`src/design/rtc3w_pkg.sv`:
```
// ----------------------------------------------------------------------------
// rtc3w_pkg
// Shared types and constants of the three-wire serial RTC master.
// ----------------------------------------------------------------------------
package rtc3w_pkg;

	// Default largest burst length.
	localparam int MAX_BYTES_DEF = 31;

	// Configuration port
	localparam int PADDR_W = 4;
	localparam int PDATA_W = 32;
	localparam int CFG_W   = 16;

	localparam logic [1:0] REG_HALF_PERIOD = 2'd0;
	localparam logic [1:0] REG_SETUP       = 2'd1;
	localparam logic [1:0] REG_HOLD        = 2'd2;

	localparam logic [CFG_W-1:0] HALF_PERIOD_RST = 16'd20;
	localparam logic [CFG_W-1:0] SETUP_RST       = 16'd10;
	localparam logic [CFG_W-1:0] HOLD_RST        = 16'd20;

	// Request codes
	localparam logic [1:0] ACT_TICK  = 2'd0;
	localparam logic [1:0] ACT_READ  = 2'd1;
	localparam logic [1:0] ACT_WRITE = 2'd2;
	localparam logic [1:0] ACT_BYTE  = 2'd3;

	localparam logic [4:0] BURST_ADDR = 5'd31;
	localparam logic [7:0] CMD_BASE   = 8'h80;

	// Request queue between front and engine
	localparam int QDEPTH = 4;
	localparam int QAW    = $clog2(QDEPTH);
	localparam int QCW    = QAW + 1;

	typedef struct packed {
		logic [CFG_W-1:0] half_period;
		logic [CFG_W-1:0] setup;
		logic [CFG_W-1:0] hold;
	} cfg_t;

	// A classified input word.
	typedef struct packed {
		logic       start;    // start read or start write
		logic       rd;       // start read
		logic       wr_byte;  // next write byte supplied
		logic [7:0] cmd;      // command byte, read bit included
		logic [4:0] count;    // data bytes, already clamped
		logic [7:0] data;
		logic       io;
	} item_t;

	typedef struct packed {
		logic [QCW-1:0] count;
		logic           full;
		logic           empty;
	} q_stat_t;

	typedef struct packed {
		logic       enable_pin;
		logic       clock_pin;
		logic       data_out;
		logic       data_drive;
		logic [7:0] read_data;
		logic       read_valid;
		logic       need_byte;
		logic       done_res;
		logic       busy_res;
	} res_t;

	typedef enum logic [7:0] {
		PH_IDLE  = 8'b0000_0001,
		PH_SETUP = 8'b0000_0010,
		PH_BLOW  = 8'b0000_0100,
		PH_BHIGH = 8'b0000_1000,
		PH_WAITB = 8'b0001_0000,
		PH_RHIGH = 8'b0010_0000,
		PH_RLOW  = 8'b0100_0000,
		PH_HOLD  = 8'b1000_0000
	} phase_t;

endpackage

```
`src/design/rtc3w_front.sv`:
```
// ----------------------------------------------------------------------------
// rtc3w_front
// Input stage: classifies each word, builds the command byte and clamps the
// byte count, then hands the word on to the request queue.
// ----------------------------------------------------------------------------
module rtc3w_front #(
	parameter int MAX_BYTES = rtc3w_pkg::MAX_BYTES_DEF
) (
	input  logic                clk,
	input  logic                arst_n,
	input  logic                in_valid,
	output logic                in_ready,
	input  logic [1:0]          action,
	input  logic                ram_select,
	input  logic [4:0]          reg_addr,
	input  logic [4:0]          byte_count,
	input  logic [7:0]          data_byte,
	input  logic                io_in,
	output logic                push_valid,
	output rtc3w_pkg::item_t    push_item,
	input  logic                push_ready
);
	import rtc3w_pkg::*;

	localparam logic [4:0] MAX_CNT = 5'(MAX_BYTES);

	logic       valid_s1;
	item_t      item_s1;
	item_t      dec;
	logic [4:0] n_raw;

	always_comb begin
		n_raw = (reg_addr == BURST_ADDR) ? byte_count : 5'd1;
		dec.start   = (action == ACT_READ) || (action == ACT_WRITE);
		dec.rd      = (action == ACT_READ);
		dec.wr_byte = (action == ACT_BYTE);
		dec.cmd     = CMD_BASE | {1'b0, ram_select, reg_addr, (action == ACT_READ)};
		if (n_raw == 5'd0) begin
			dec.count = 5'd1;
		end else if (n_raw > MAX_CNT) begin
			dec.count = MAX_CNT;
		end else begin
			dec.count = n_raw;
		end
		dec.data = data_byte;
		dec.io   = io_in;
	end

	assign in_ready   = !valid_s1 || push_ready;
	assign push_valid = valid_s1;
	assign push_item  = item_s1;

	always_ff @(posedge clk or negedge arst_n) begin
		if (!arst_n) begin
			valid_s1 <= 1'b0;
		end else if (in_ready) begin
			valid_s1 <= in_valid;
		end
	end

	always_ff @(posedge clk) begin
		if (in_ready && in_valid) begin
			item_s1 <= dec;
		end
	end

endmodule

```
`src/design/rtc3w_queue.sv`:
```
// ----------------------------------------------------------------------------
// rtc3w_queue
// Short first-in first-out queue of classified words between the front and
// the bit engine.
// ----------------------------------------------------------------------------
module rtc3w_queue (
	input  logic                clk,
	input  logic                arst_n,
	input  logic                push_valid,
	input  rtc3w_pkg::item_t    push_item,
	output logic                push_ready,
	output logic                pop_valid,
	output rtc3w_pkg::item_t    pop_item,
	input  logic                pop_ready,
	output rtc3w_pkg::q_stat_t  stat
);
	import rtc3w_pkg::*;

	item_t          slot_q [QDEPTH];
	logic [QAW-1:0] wr_ptr_q;
	logic [QAW-1:0] rd_ptr_q;
	logic [QCW-1:0] count_q;
	logic           push;
	logic           pop;

	assign stat.count = count_q;
	assign stat.full  = (count_q == QCW'(QDEPTH));
	assign stat.empty = (count_q == '0);

	assign push_ready = !stat.full;
	assign pop_valid  = !stat.empty;
	assign pop_item   = slot_q[rd_ptr_q];

	assign push = push_valid && push_ready;
	assign pop  = pop_valid && pop_ready;

	always_ff @(posedge clk or negedge arst_n) begin
		if (!arst_n) begin
			wr_ptr_q <= '0;
			rd_ptr_q <= '0;
			count_q  <= '0;
		end else begin
			if (push) begin
				wr_ptr_q <= wr_ptr_q + QAW'(1);
			end
			if (pop) begin
				rd_ptr_q <= rd_ptr_q + QAW'(1);
			end
			if (push && !pop) begin
				count_q <= count_q + QCW'(1);
			end else if (pop && !push) begin
				count_q <= count_q - QCW'(1);
			end
		end
	end

	always_ff @(posedge clk) begin
		if (push) begin
			slot_q[wr_ptr_q] <= push_item;
		end
	end

endmodule

```
`src/design/rtc3w_engine.sv`:
```
// ----------------------------------------------------------------------------
// rtc3w_engine
// Bit engine: advances the transfer sequencer by one tick per word and
// registers the resulting pin levels in the output stage.
// ----------------------------------------------------------------------------
module rtc3w_engine (
	input  logic                clk,
	input  logic                arst_n,
	input  rtc3w_pkg::cfg_t     cfg,
	input  logic                item_valid,
	input  rtc3w_pkg::item_t    item,
	output logic                item_ready,
	output logic                res_valid,
	output rtc3w_pkg::res_t     res,
	input  logic                res_ready
);
	import rtc3w_pkg::*;

	phase_t            phase_q, ph_n;
	logic [CFG_W-1:0]  tick_q, tick_n;
	logic [2:0]        bit_q, bit_n;
	logic [7:0]        shift_q, shift_n;
	logic [4:0]        left_q, left_n;
	logic              is_read_q, is_read_n;
	logic [7:0]        pend_byte_q, pend_byte_n;
	logic              pend_valid_q, pend_valid_n;

	logic              out_valid_q;
	res_t              out_q;
	res_t              res_n;

	logic [CFG_W-1:0]  lim_raw;
	logic [CFG_W-1:0]  lim_eff;
	logic [CFG_W-1:0]  tick_inc;
	logic              over;
	logic [7:0]        sampled;
	logic [4:0]        left_dec;
	logic              fire;
	logic              drive;

	assign item_ready = !out_valid_q || res_ready;
	assign fire       = item_valid && item_ready;
	assign res_valid  = out_valid_q;
	assign res        = out_q;

	// One shared tick counter; the limit follows the current phase.
	always_comb begin
		unique case (phase_q)
			PH_SETUP: lim_raw = cfg.setup;
			PH_HOLD:  lim_raw = cfg.hold;
			default:  lim_raw = cfg.half_period;
		endcase
	end

	assign lim_eff  = (lim_raw == '0) ? CFG_W'(1) : lim_raw;
	assign tick_inc = tick_q + CFG_W'(1);
	assign over     = (tick_inc >= lim_eff);
	assign sampled  = shift_q | (8'(item.io) << bit_q);
	assign left_dec = left_q - 5'd1;

	always_comb begin
		ph_n         = phase_q;
		tick_n       = tick_q;
		bit_n        = bit_q;
		shift_n      = shift_q;
		left_n       = left_q;
		is_read_n    = is_read_q;
		pend_byte_n  = pend_byte_q;
		pend_valid_n = pend_valid_q;
		res_n        = '0;

		if (phase_q == PH_IDLE) begin
			if (item.start) begin
				is_read_n    = item.rd;
				shift_n      = item.cmd;
				left_n       = item.count;
				pend_byte_n  = item.data;
				pend_valid_n = !item.rd;
				bit_n        = '0;
				tick_n       = '0;
				ph_n         = PH_SETUP;
			end
		end else begin
			// A supplied write byte is visible to the rest of this tick.
			if (item.wr_byte && !is_read_q && !pend_valid_q) begin
				pend_byte_n  = item.data;
				pend_valid_n = 1'b1;
			end
			unique case (phase_q)
				PH_SETUP, PH_BLOW, PH_RHIGH, PH_HOLD: begin
					tick_n = over ? '0 : tick_inc;
					if (over) begin
						unique case (phase_q)
							PH_SETUP: ph_n = PH_BLOW;
							PH_BLOW:  ph_n = PH_BHIGH;
							PH_RHIGH: ph_n = PH_RLOW;
							default: begin
								ph_n           = PH_IDLE;
								res_n.done_res = 1'b1;
							end
						endcase
					end
				end
				PH_BHIGH: begin
					tick_n = over ? '0 : tick_inc;
					if (over) begin
						if (bit_q != 3'd7) begin
							bit_n = bit_q + 3'd1;
							ph_n  = PH_BLOW;
						end else begin
							bit_n = '0;
							if (is_read_q) begin
								shift_n = '0;
								ph_n    = PH_RHIGH;
							end else if (left_q == '0) begin
								ph_n = PH_HOLD;
							end else if (pend_valid_n) begin
								shift_n      = pend_byte_n;
								pend_valid_n = 1'b0;
								left_n       = left_dec;
								ph_n         = PH_BLOW;
							end else begin
								ph_n = PH_WAITB;
							end
						end
					end
				end
				PH_WAITB: begin
					if (pend_valid_n) begin
						shift_n      = pend_byte_n;
						pend_valid_n = 1'b0;
						left_n       = left_dec;
						bit_n        = '0;
						tick_n       = '0;
						ph_n         = PH_BLOW;
					end
				end
				PH_RLOW: begin
					tick_n = over ? '0 : tick_inc;
					if (over) begin
						if (bit_q != 3'd7) begin
							shift_n = sampled;
							bit_n   = bit_q + 3'd1;
							ph_n    = PH_RHIGH;
						end else begin
							res_n.read_valid = 1'b1;
							res_n.read_data  = sampled;
							shift_n          = '0;
							bit_n            = '0;
							left_n           = left_dec;
							ph_n             = (left_dec != '0) ? PH_RHIGH : PH_HOLD;
						end
					end
				end
				default: begin
					ph_n   = PH_IDLE;
					tick_n = '0;
				end
			endcase
		end

		drive            = (ph_n == PH_BLOW) || (ph_n == PH_BHIGH);
		res_n.data_drive = drive;
		res_n.data_out   = drive && shift_n[bit_n];
		res_n.clock_pin  = (ph_n == PH_BHIGH) || (ph_n == PH_WAITB) || (ph_n == PH_RHIGH) ||
			((ph_n == PH_HOLD) && !is_read_n);
		res_n.enable_pin = (ph_n != PH_IDLE);
		res_n.busy_res   = (ph_n != PH_IDLE);
		res_n.need_byte  = (ph_n == PH_WAITB);
	end

	always_ff @(posedge clk or negedge arst_n) begin
		if (!arst_n) begin
			phase_q      <= PH_IDLE;
			tick_q       <= '0;
			bit_q        <= '0;
			shift_q      <= '0;
			left_q       <= '0;
			is_read_q    <= 1'b0;
			pend_byte_q  <= '0;
			pend_valid_q <= 1'b0;
			out_valid_q  <= 1'b0;
		end else begin
			if (fire) begin
				phase_q      <= ph_n;
				tick_q       <= tick_n;
				bit_q        <= bit_n;
				shift_q      <= shift_n;
				left_q       <= left_n;
				is_read_q    <= is_read_n;
				pend_byte_q  <= pend_byte_n;
				pend_valid_q <= pend_valid_n;
				out_valid_q  <= 1'b1;
			end else if (res_ready) begin
				out_valid_q <= 1'b0;
			end
		end
	end

	always_ff @(posedge clk) begin
		if (fire) begin
			out_q <= res_n;
		end
	end

endmodule

```
`src/design/three_wire_rtc_serial_master.sv`:
```
// ----------------------------------------------------------------------------
// three_wire_rtc_serial_master
// Three-wire master for a serial real-time-clock chip with an APB-style
// register port for its timing.
// ----------------------------------------------------------------------------
// Each input word is one timing tick and yields exactly one output word with
// the pin levels after that tick. The block takes one word per clock cycle
// and keeps that rate as long as out_ready stays high; a word passes the input
// stage, the four-entry request queue and the output register, in that order.
// The sequencer in the bit engine advances once per word, which sets the
// one-word-per-cycle figure.
// Timing registers: half_period_ticks at 0x0, setup_ticks at 0x4, hold_ticks
// at 0x8; write them only while no transaction is in flight.
module three_wire_rtc_serial_master #(
	parameter int MAX_BYTES = rtc3w_pkg::MAX_BYTES_DEF
) (
	input  logic                            clk,
	input  logic                            arst_n,
	input  logic                            psel,
	input  logic                            penable,
	input  logic                            pwrite,
	input  logic [rtc3w_pkg::PADDR_W-1:0]   paddr,
	input  logic [rtc3w_pkg::PDATA_W-1:0]   pwdata,
	output logic [rtc3w_pkg::PDATA_W-1:0]   prdata,
	output logic                            pready,
	input  logic                            in_valid,
	output logic                            in_ready,
	input  logic [1:0]                      action,
	input  logic                            ram_select,
	input  logic [4:0]                      reg_addr,
	input  logic [4:0]                      byte_count,
	input  logic [7:0]                      data_byte,
	input  logic                            io_in,
	output logic                            out_valid,
	input  logic                            out_ready,
	output logic                            enable_pin,
	output logic                            clock_pin,
	output logic                            data_out,
	output logic                            data_drive,
	output logic [7:0]                      read_data,
	output logic                            read_valid,
	output logic                            need_byte,
	output logic                            done_res,
	output logic                            busy_res
);
	import rtc3w_pkg::*;

	logic [CFG_W-1:0] half_period_q;
	logic [CFG_W-1:0] setup_q;
	logic [CFG_W-1:0] hold_q;
	cfg_t             cfg;
	logic             cfg_wr;
	logic [1:0]       reg_idx;

	logic             push_valid;
	item_t            push_item;
	logic             push_ready;
	logic             pop_valid;
	item_t            pop_item;
	logic             pop_ready;
	q_stat_t          q_stat;
	res_t             res;

	// Register port
	assign pready  = 1'b1;
	assign reg_idx = paddr[PADDR_W-1:2];
	assign cfg_wr  = psel && penable && pwrite && pready;

	always_ff @(posedge clk or negedge arst_n) begin
		if (!arst_n) begin
			half_period_q <= HALF_PERIOD_RST;
			setup_q       <= SETUP_RST;
			hold_q        <= HOLD_RST;
		end else if (cfg_wr) begin
			unique case (reg_idx)
				REG_HALF_PERIOD: half_period_q <= pwdata[CFG_W-1:0];
				REG_SETUP:       setup_q       <= pwdata[CFG_W-1:0];
				REG_HOLD:        hold_q        <= pwdata[CFG_W-1:0];
				default: ;
			endcase
		end
	end

	always_comb begin
		unique case (reg_idx)
			REG_HALF_PERIOD: prdata = PDATA_W'(half_period_q);
			REG_SETUP:       prdata = PDATA_W'(setup_q);
			REG_HOLD:        prdata = PDATA_W'(hold_q);
			default:         prdata = '0;
		endcase
	end

	assign cfg.half_period = half_period_q;
	assign cfg.setup       = setup_q;
	assign cfg.hold        = hold_q;

	rtc3w_front #(
		.MAX_BYTES (MAX_BYTES)
	) u_front (
		.clk        (clk),
		.arst_n     (arst_n),
		.in_valid   (in_valid),
		.in_ready   (in_ready),
		.action     (action),
		.ram_select (ram_select),
		.reg_addr   (reg_addr),
		.byte_count (byte_count),
		.data_byte  (data_byte),
		.io_in      (io_in),
		.push_valid (push_valid),
		.push_item  (push_item),
		.push_ready (push_ready)
	);

	rtc3w_queue u_queue (
		.clk        (clk),
		.arst_n     (arst_n),
		.push_valid (push_valid),
		.push_item  (push_item),
		.push_ready (push_ready),
		.pop_valid  (pop_valid),
		.pop_item   (pop_item),
		.pop_ready  (pop_ready),
		.stat       (q_stat)
	);

	rtc3w_engine u_engine (
		.clk        (clk),
		.arst_n     (arst_n),
		.cfg        (cfg),
		.item_valid (pop_valid),
		.item       (pop_item),
		.item_ready (pop_ready),
		.res_valid  (out_valid),
		.res        (res),
		.res_ready  (out_ready)
	);

	assign enable_pin = res.enable_pin;
	assign clock_pin  = res.clock_pin;
	assign data_out   = res.data_out;
	assign data_drive = res.data_drive;
	assign read_data  = res.read_data;
	assign read_valid = res.read_valid;
	assign need_byte  = res.need_byte;
	assign done_res   = res.done_res;
	assign busy_res   = res.busy_res;

`ifndef ASSERT_OFF
	// The queue never holds more words than it has slots.
	a_queue_bound: assert property (@(posedge clk) disable iff (!arst_n)
		q_stat.count <= QCW'(QDEPTH))
		else $error("request queue count exceeds its depth");

	// A received byte completes while enable is high and the line is released.
	a_read_sample: assert property (@(posedge clk) disable iff (!arst_n)
		out_valid && read_valid |-> enable_pin && !data_drive && !need_byte)
		else $error("read byte completed with the data line driven");

	// While a write waits for data, the clock is parked high and the line is released.
	a_wait_park: assert property (@(posedge clk) disable iff (!arst_n)
		out_valid && need_byte |-> enable_pin && clock_pin && !data_drive && busy_res)
		else $error("byte wait with clock low or data driven");
`endif

endmodule
```
`config.mk`:
```
export PLATFORM = sky130hd
export DESIGN_NAME = three_wire_rtc_serial_master
export DESIGN_NICKNAME = d
export VERILOG_FILES = /design/src/design/rtc3w_pkg.sv /design/src/design/rtc3w_front.sv /design/src/design/rtc3w_queue.sv /design/src/design/rtc3w_engine.sv /design/src/design/three_wire_rtc_serial_master.sv
export SDC_FILE = /design/constraint.sdc
export NUM_CORES = 1
export LEC_CHECK = 0
export ABC_AREA = 1
export BUFFER_PORTS_ARGS = -buffer_cell sky130_fd_sc_hd__buf_2
export CELL_PAD_IN_SITES_DETAIL_PLACEMENT = 2
export CELL_PAD_IN_SITES_GLOBAL_PLACEMENT = 2
export CORE_MARGIN = 2
export CORE_UTILIZATION = 37
export CTS_CLUSTER_DIAMETER = 30
export CTS_CLUSTER_SIZE = 30
export DETAILED_ROUTE_END_ITERATION = 6
export GPL_ROUTABILITY_DRIVEN = 1
export PLACE_DENSITY_LB_ADDON = 0.1
export RECOVER_POWER = 100
export SLEW_MARGIN = 5
export SYNTH_ARGS = -nofsm -noshare
export SYNTH_HDL_FRONTEND = slang
export SYNTH_SLANG_ARGS = --single-unit
export TNS_END_PERCENT = 30
```
`constraint.sdc`:
```
create_clock -name clk -period 3.95 [get_ports clk]
set_input_delay 0.1975 -clock clk [delete_from_list [all_inputs] [get_ports clk]]
set_output_delay 0.1975 -clock clk [all_outputs]
set_load 0.02 [all_outputs]
```
======== Word-level counts from Yosys, hierarchy flattened ========
Memories as Yosys holds them, arrays and structs flattened.
Cells that the tools add are included.
storage, ports and cells
  flip-flop bits (word level) ............. 146
  memories ................................ 1
  latch bits .............................. 0
  word-level logic and storage cells ...... 203
  memory bits (read-only) ................. 0
  bits in writable memories ............... 96
operators by class
  shift-type cells ........................ 1
  add/sub/neg operators ................... 7
  eq/ne operators ......................... 30
  reductions and logical operators ........ 51
  bitwise gates (word level) .............. 4
  $mul .................................... 0
  magnitude comparators ................... 3
  muxes and demuxes ....................... 74
  divide/modulo/power cells ............... 0
memories
  name            words  bits a word  rd ports  clocked after memory_dff  write ports  line               text
  u_queue.slot_q  4      24           1         0                         1            rtc3w_queue.sv:19  item_t slot_q [QDEPTH];
operators by type and width
  kind                   number
  $mux 8                 23
  $mux 16                5
  $pmux 16 s2            2
  $mux 5                 12
  $pmux 16 s3            1
  $pmux 8 s4             1
  $pmux 8 s3             1
  $mux 3                 7
  $pmux 7 s3             1
  $mux 1                 17
  $add 16x1->16 const B  1
  $eq 8x3->1 const B     2
  $eq 8x4->1 const B     2
  $eq 8x5->1 const B     2
  $eq 8x6->1 const B     2
  $eq 8x8->1 const B     2
  $ge 16x16->1           1
  $logic_not 16->1       1
  $pmux 5 s3             1
  $logic_and 1x1->1      11
  $logic_not 1->1        10
  $logic_not 5->1        2
  $ne 3x1->1 const B     3
  $ne 3x2->1 const B     3
  other kinds (35)       57

======== Depth between registers and ports, before layout ========
  depth after elaboration ................. 16
  gate-level depth with buffers ........... 31
  depth with buffers taken out ............ 31

======== Cells and area by module ========
From an unflattened synthesis, not the netlist that was laid out.
second synthesis, totals
  cell total of the unflattened synthesis .. 1,480
  area total of the unflattened synthesis .. 12,907.4 µm²
modules (own cells, without submodules)
  module                        area an instance (µm²)  seq. area each (µm²)  instances  cells an instance
  rtc3w_engine                  5,162.5                 1,727.9               1          771
  rtc3w_queue                   4,466.8                 3,178.0               1          353
  three_wire_rtc_serial_master  2,413.6                 1,208.7               1          302
  rtc3w_front                   864.6                   715.7                 1          54

======== Worst setup path after synthesis ========
Ideal clock, no wire load.
  kind .................................... register to register
  start ................................... reg u_engine.tick_q[0]
  end ..................................... reg u_engine.out_q, in the netlist u_engine.res[13] (data pin)
  clock period less this slack ............ 3,669 ps
  buffers on the path ..................... 1
  cell stages (with the launch flop) ...... 26
  arrival ................................. 3,414 ps
  slack ................................... 281 ps
  required time ........................... 3,695 ps
  library setup time ...................... 255 ps
  cell sequence ........................... dfrtp_1 > ha_1 > nand2_1 > nor2_1 > nand3_1 > nor2_1 > nand2_1 > or3_1 > nor4_1 > xor2_1 > inv_1 > ha_1 > nand2_1 > inv_1 > nand3_1 > nor2_1 > nand3_1 > nand3_2 > buf_2 > nand2_1 > nand2_1 > o221ai_1 > a22oi_1 > nand2_1 > nand2_1 > nor2_1
RTL lines
  element                 line                 text
  from (decl)             rtc3w_engine.sv:20   logic [CFG_W-1:0] tick_q, tick_n;
  from (signal assigned)  rtc3w_engine.sv:186  tick_q <= tick_n;
  to (signal assigned)    rtc3w_engine.sv:202  out_q <= res_n;
  to (decl)               rtc3w_engine.sv:29   res_t out_q;

==> flow_metrics.env <==
export IMPL_synth_compound_area_share_pct=13.3
export IMPL_design_area_sq_um=17200
export IMPL_antenna_left=0
export IMPL_internal_power_w=0.00859
export IMPL_synth_edf_count=130
export IMPL_routed_wl_microns=56100
export IMPL_crit_required_ns=4.29
export IMPL_post_route_min_period_ns=4.45
export IMPL_synth_seq_cells=237
export IMPL_cap_violations=6
export IMPL_yosysMostFrequentCell="nand2_1"
export IMPL_die_height_microns=184
export IMPL_violations="capacitance limit, slew limit, setup timing"
export IMPL_hold_viol=0
export IMPL_max_slew_worst_pin_slew_ns=3.55
export IMPL_multi_input_area_sq_um=5140
export IMPL_grt_first_pass_wirelength_microns=78900
export IMPL_max_freq_mhz=225
export IMPL_coreArea_sq_um=31700
export IMPL_synth_top_area_share_pct=32.7
export IMPL_synth_cell_type_count=61
export IMPL_cp_slowest_cell="dfrtp_1"
export IMPL_worstPathMaxFanout=6
export IMPL_die_area_sq_um=33800
export IMPL_power_leakage_nw=7.56
export IMPL_clock_sinks=237
export IMPL_vias_per_cell=5.58
export IMPL_grt_use_met1_pct=33.9
export IMPL_status="complete, but fails checks"
export IMPL_seq_area_frac_synth_pct=55.1
export IMPL_pin_count=116
export IMPL_netlist_area_sq_um=12000
export IMPL_synth_simple_area_share_pct=18.3
export IMPL_grt_pass1_vias=13100
export IMPL_rows=65
export IMPL_fin_ws_ns=-0.499
export IMPL_antenna_found_initial=0
export IMPL_cts_buffers=67
export IMPL_swShare_pct=40.1
export IMPL_power_frac_comb_pct=35.4
export IMPL_dieWidth_microns=184
export IMPL_reg2regPathDepth=32
export IMPL_cts_tree="built"
export IMPL_synthCells=1288
export IMPL_dpl_cell_area_sq_um=13400
export IMPL_power_density_nw_per_um2=833
export IMPL_whs_path_depth=2
export IMPL_yosysTopAreaCell="edfxtp_1"
export IMPL_track_usage_pct=31.4
export IMPL_synthTopCellsByArea="edfxtp_1 (33%), dfrtp_1 (21%), nand2_1 (8.8%)"
export IMPL_netSwitchingPower_w=0.00575
export IMPL_synth_area_mux_share_pct=0.0942
export IMPL_synthXorXnorAreaFrac_pct=1.25
export IMPL_use_met3_pct=5.69
export IMPL_wl_per_cell_microns=27.5
export IMPL_post_dp_hpwl_microns=26600
export IMPL_utilization_pct=54.3
export IMPL_root_buffer="clkbuf_16"
export IMPL_start_kind="flip-flop"
export IMPL_yosysWarnings=0
export IMPL_floorplan_initialDensity_pct=37.7
export IMPL_vdd_drop_max_uv=596
export IMPL_clk_transition_reported_paths_ns=0.05
export IMPL_clock_latency_ns=0.60
export IMPL_synth_flop_cell="edfxtp_1"
export IMPL_arrival_ns=4.79
export IMPL_min_path_type="input pin to flip-flop"
export IMPL_synthToLayoutAreaGrowth_pct=44.0
export IMPL_relSlewSlack_pct=-136
export IMPL_drt_iter0_drc=699
export IMPL_cpPeakStageDelay_ns=0.41
export IMPL_skew_ns=0.0187
export IMPL_synth_top_family_by_area="simple AND/OR/NAND/NOR gates"
export IMPL_dp_slack_ns=-0.310
export IMPL_grt_busiest_layer="met2"
export IMPL_gp_congestion=0.803
export IMPL_use_met2_pct=58.9
export IMPL_nNetsFinal=1683
export IMPL_drive_gt1_share_pct=29.1
export IMPL_crit_path_end_kind="flip-flop"
export IMPL_clockPowerShare_pct=38.2
export IMPL_drc_errors=0
export IMPL_rsz0062_at_grt="true"
export IMPL_htreeDepth=3
export IMPL_slew_viol_final=189
export IMPL_crit_type="flip-flop to flip-flop"
export IMPL_via_count=11400
export IMPL_grt_max_degree=55
export IMPL_synthAdderAreaFrac_pct=3.20
export IMPL_cts_buffer_depth=3
export IMPL_synth_common_cells="nand2_1 (281), inv_1 (169), edfxtp_1 (130), o21ai_0 (127), dfrtp_1 (100)"
export IMPL_synth_avg_cell_area_sq_um=9.28
export IMPL_finalPower_w=0.0143
export IMPL_fillerInstances=3180
export IMPL_io_buffers=80
export IMPL_grt_overflow_total=0
export IMPL_first_pass_iters=5
export IMPL_seqCellArea_sq_um=6590
export IMPL_diodes=0
export IMPL_synth_async_sr_flop_share_pct=45.1
export IMPL_hold_slack_ns=0.330
export IMPL_setup_violations=55
export IMPL_power_frac_seq_pct=26.4
export IMPL_timing_final_crit_share_pct=113
cell families after synthesis:
group / Yosys count
other cells: 2
buf+inv: 244
fa+ha+maj: 30
simple gates: 483
mux: 1
flops: 237
xor+xnor: 17
compound gates: 274
layer usage:
layer / routed length [microns] / up-vias
li1: - / 4943
met1: 21400 / 5887
met2: 29800 / 387
met3: 2050 / 185
met4: 2860 / 0
met5: 0 / -
layout make-up:
type                       count  area share, %
sequential                   237           38.3
multi-input combinational    823           29.9
timing repair buffer         278           11.9
clock buffer                  78           10.2
inverter                     181           4.01
tap                          402           2.92
clock inverter                44           2.81
worst max-delay path: cells and delay by family (launching register included):
family,cells,cell delay [ns]
buffers and inverters,8,1.00
adder cells (fa/ha/maj),2,0.48
AND/OR/NAND/NOR,20,2.01
flip-flops,1,0.41
AO/OA/AOI/OAI,2,0.28
final timing paths:
check	endpoint	from	slack [ns]
worst max-delay path	u_engine.res[13]	u_engine.tick_q[0]	-0.50
worst min-delay path	u_front.push_item[20]	ram_select	0.33
worst max register to register	u_engine.res[13]	u_engine.tick_q[0]	-0.50
worst min register to register	u_engine.pend_byte_q[5]	u_engine.pend_byte_q[5]	0.50
max in group asynchronous	half_period_q[2]	arst_n	0.45
min in group asynchronous	setup_q[13]	arst_n	1.37
sequential cells by signal, summed over array words and instances (netlist names):
signal                 flops
u_engine.tick_q           16
u_engine.shift_q           8
u_engine.is_read_q         1
u_engine.res_valid         1
u_queue.slot_q            92
hold_q                    16
half_period_q             16
u_engine.phase_q           8
setup_q                   16
u_queue.wr_ptr_q           2
u_engine.pend_byte_q       8
u_queue.rd_ptr_q           2
u_engine.bit_q             3
u_engine.res              15
u_queue.count_q            3
u_front.push_item         23
u_front.push_valid         1
u_engine.pend_valid_q      1
u_engine.left_q            5
metrics by stage:
stage          cells  TNS [ns]
3_5_place_dp    1822     -4.29
6_report        2043    -14.02
4_1_cts         2030  -0.00665
3_3_place_gp    1822         0
5_1_grt         2043    -22.51
2_1_floorplan   1303         0
repair_timing:
action | CTS | global route
setup buffers | 41 | 14
pin swaps | 44 | 55
hold buffers | 42 | 0
hold endpoints to repair | 124 | 0
resized for setup | 94 | 112
setup endpoints to repair | 49 | 56
cloned | 3 | 0
power by group through the flow:
stage	registers, W	logic (W)	clock network [W]
final	0.00379	0.00508	0.00547
after global routing	0.00384	0.00545	0.00566
after CTS	0.00371	0.00454	0.00544
after detailed placement	0.00371	0.00413	0
after global placement	0.00367	0.00396	0
after floorplan	0.00364	0.00250	0
cell usage in the layout, fill, tap and decap left out, drive strengths merged, types with 29 or more instances in the layout:
cell         count
a21oi           49
buf            182
clkbuf         132
dfrtp          100
dlygate4sd3     42
edfxtp         130
ha              29
inv            184
nand2          291
nand3           70
nor2            90
o21ai          136
o22ai           48
No activity file was read; power rests on OpenSTA's default activity.
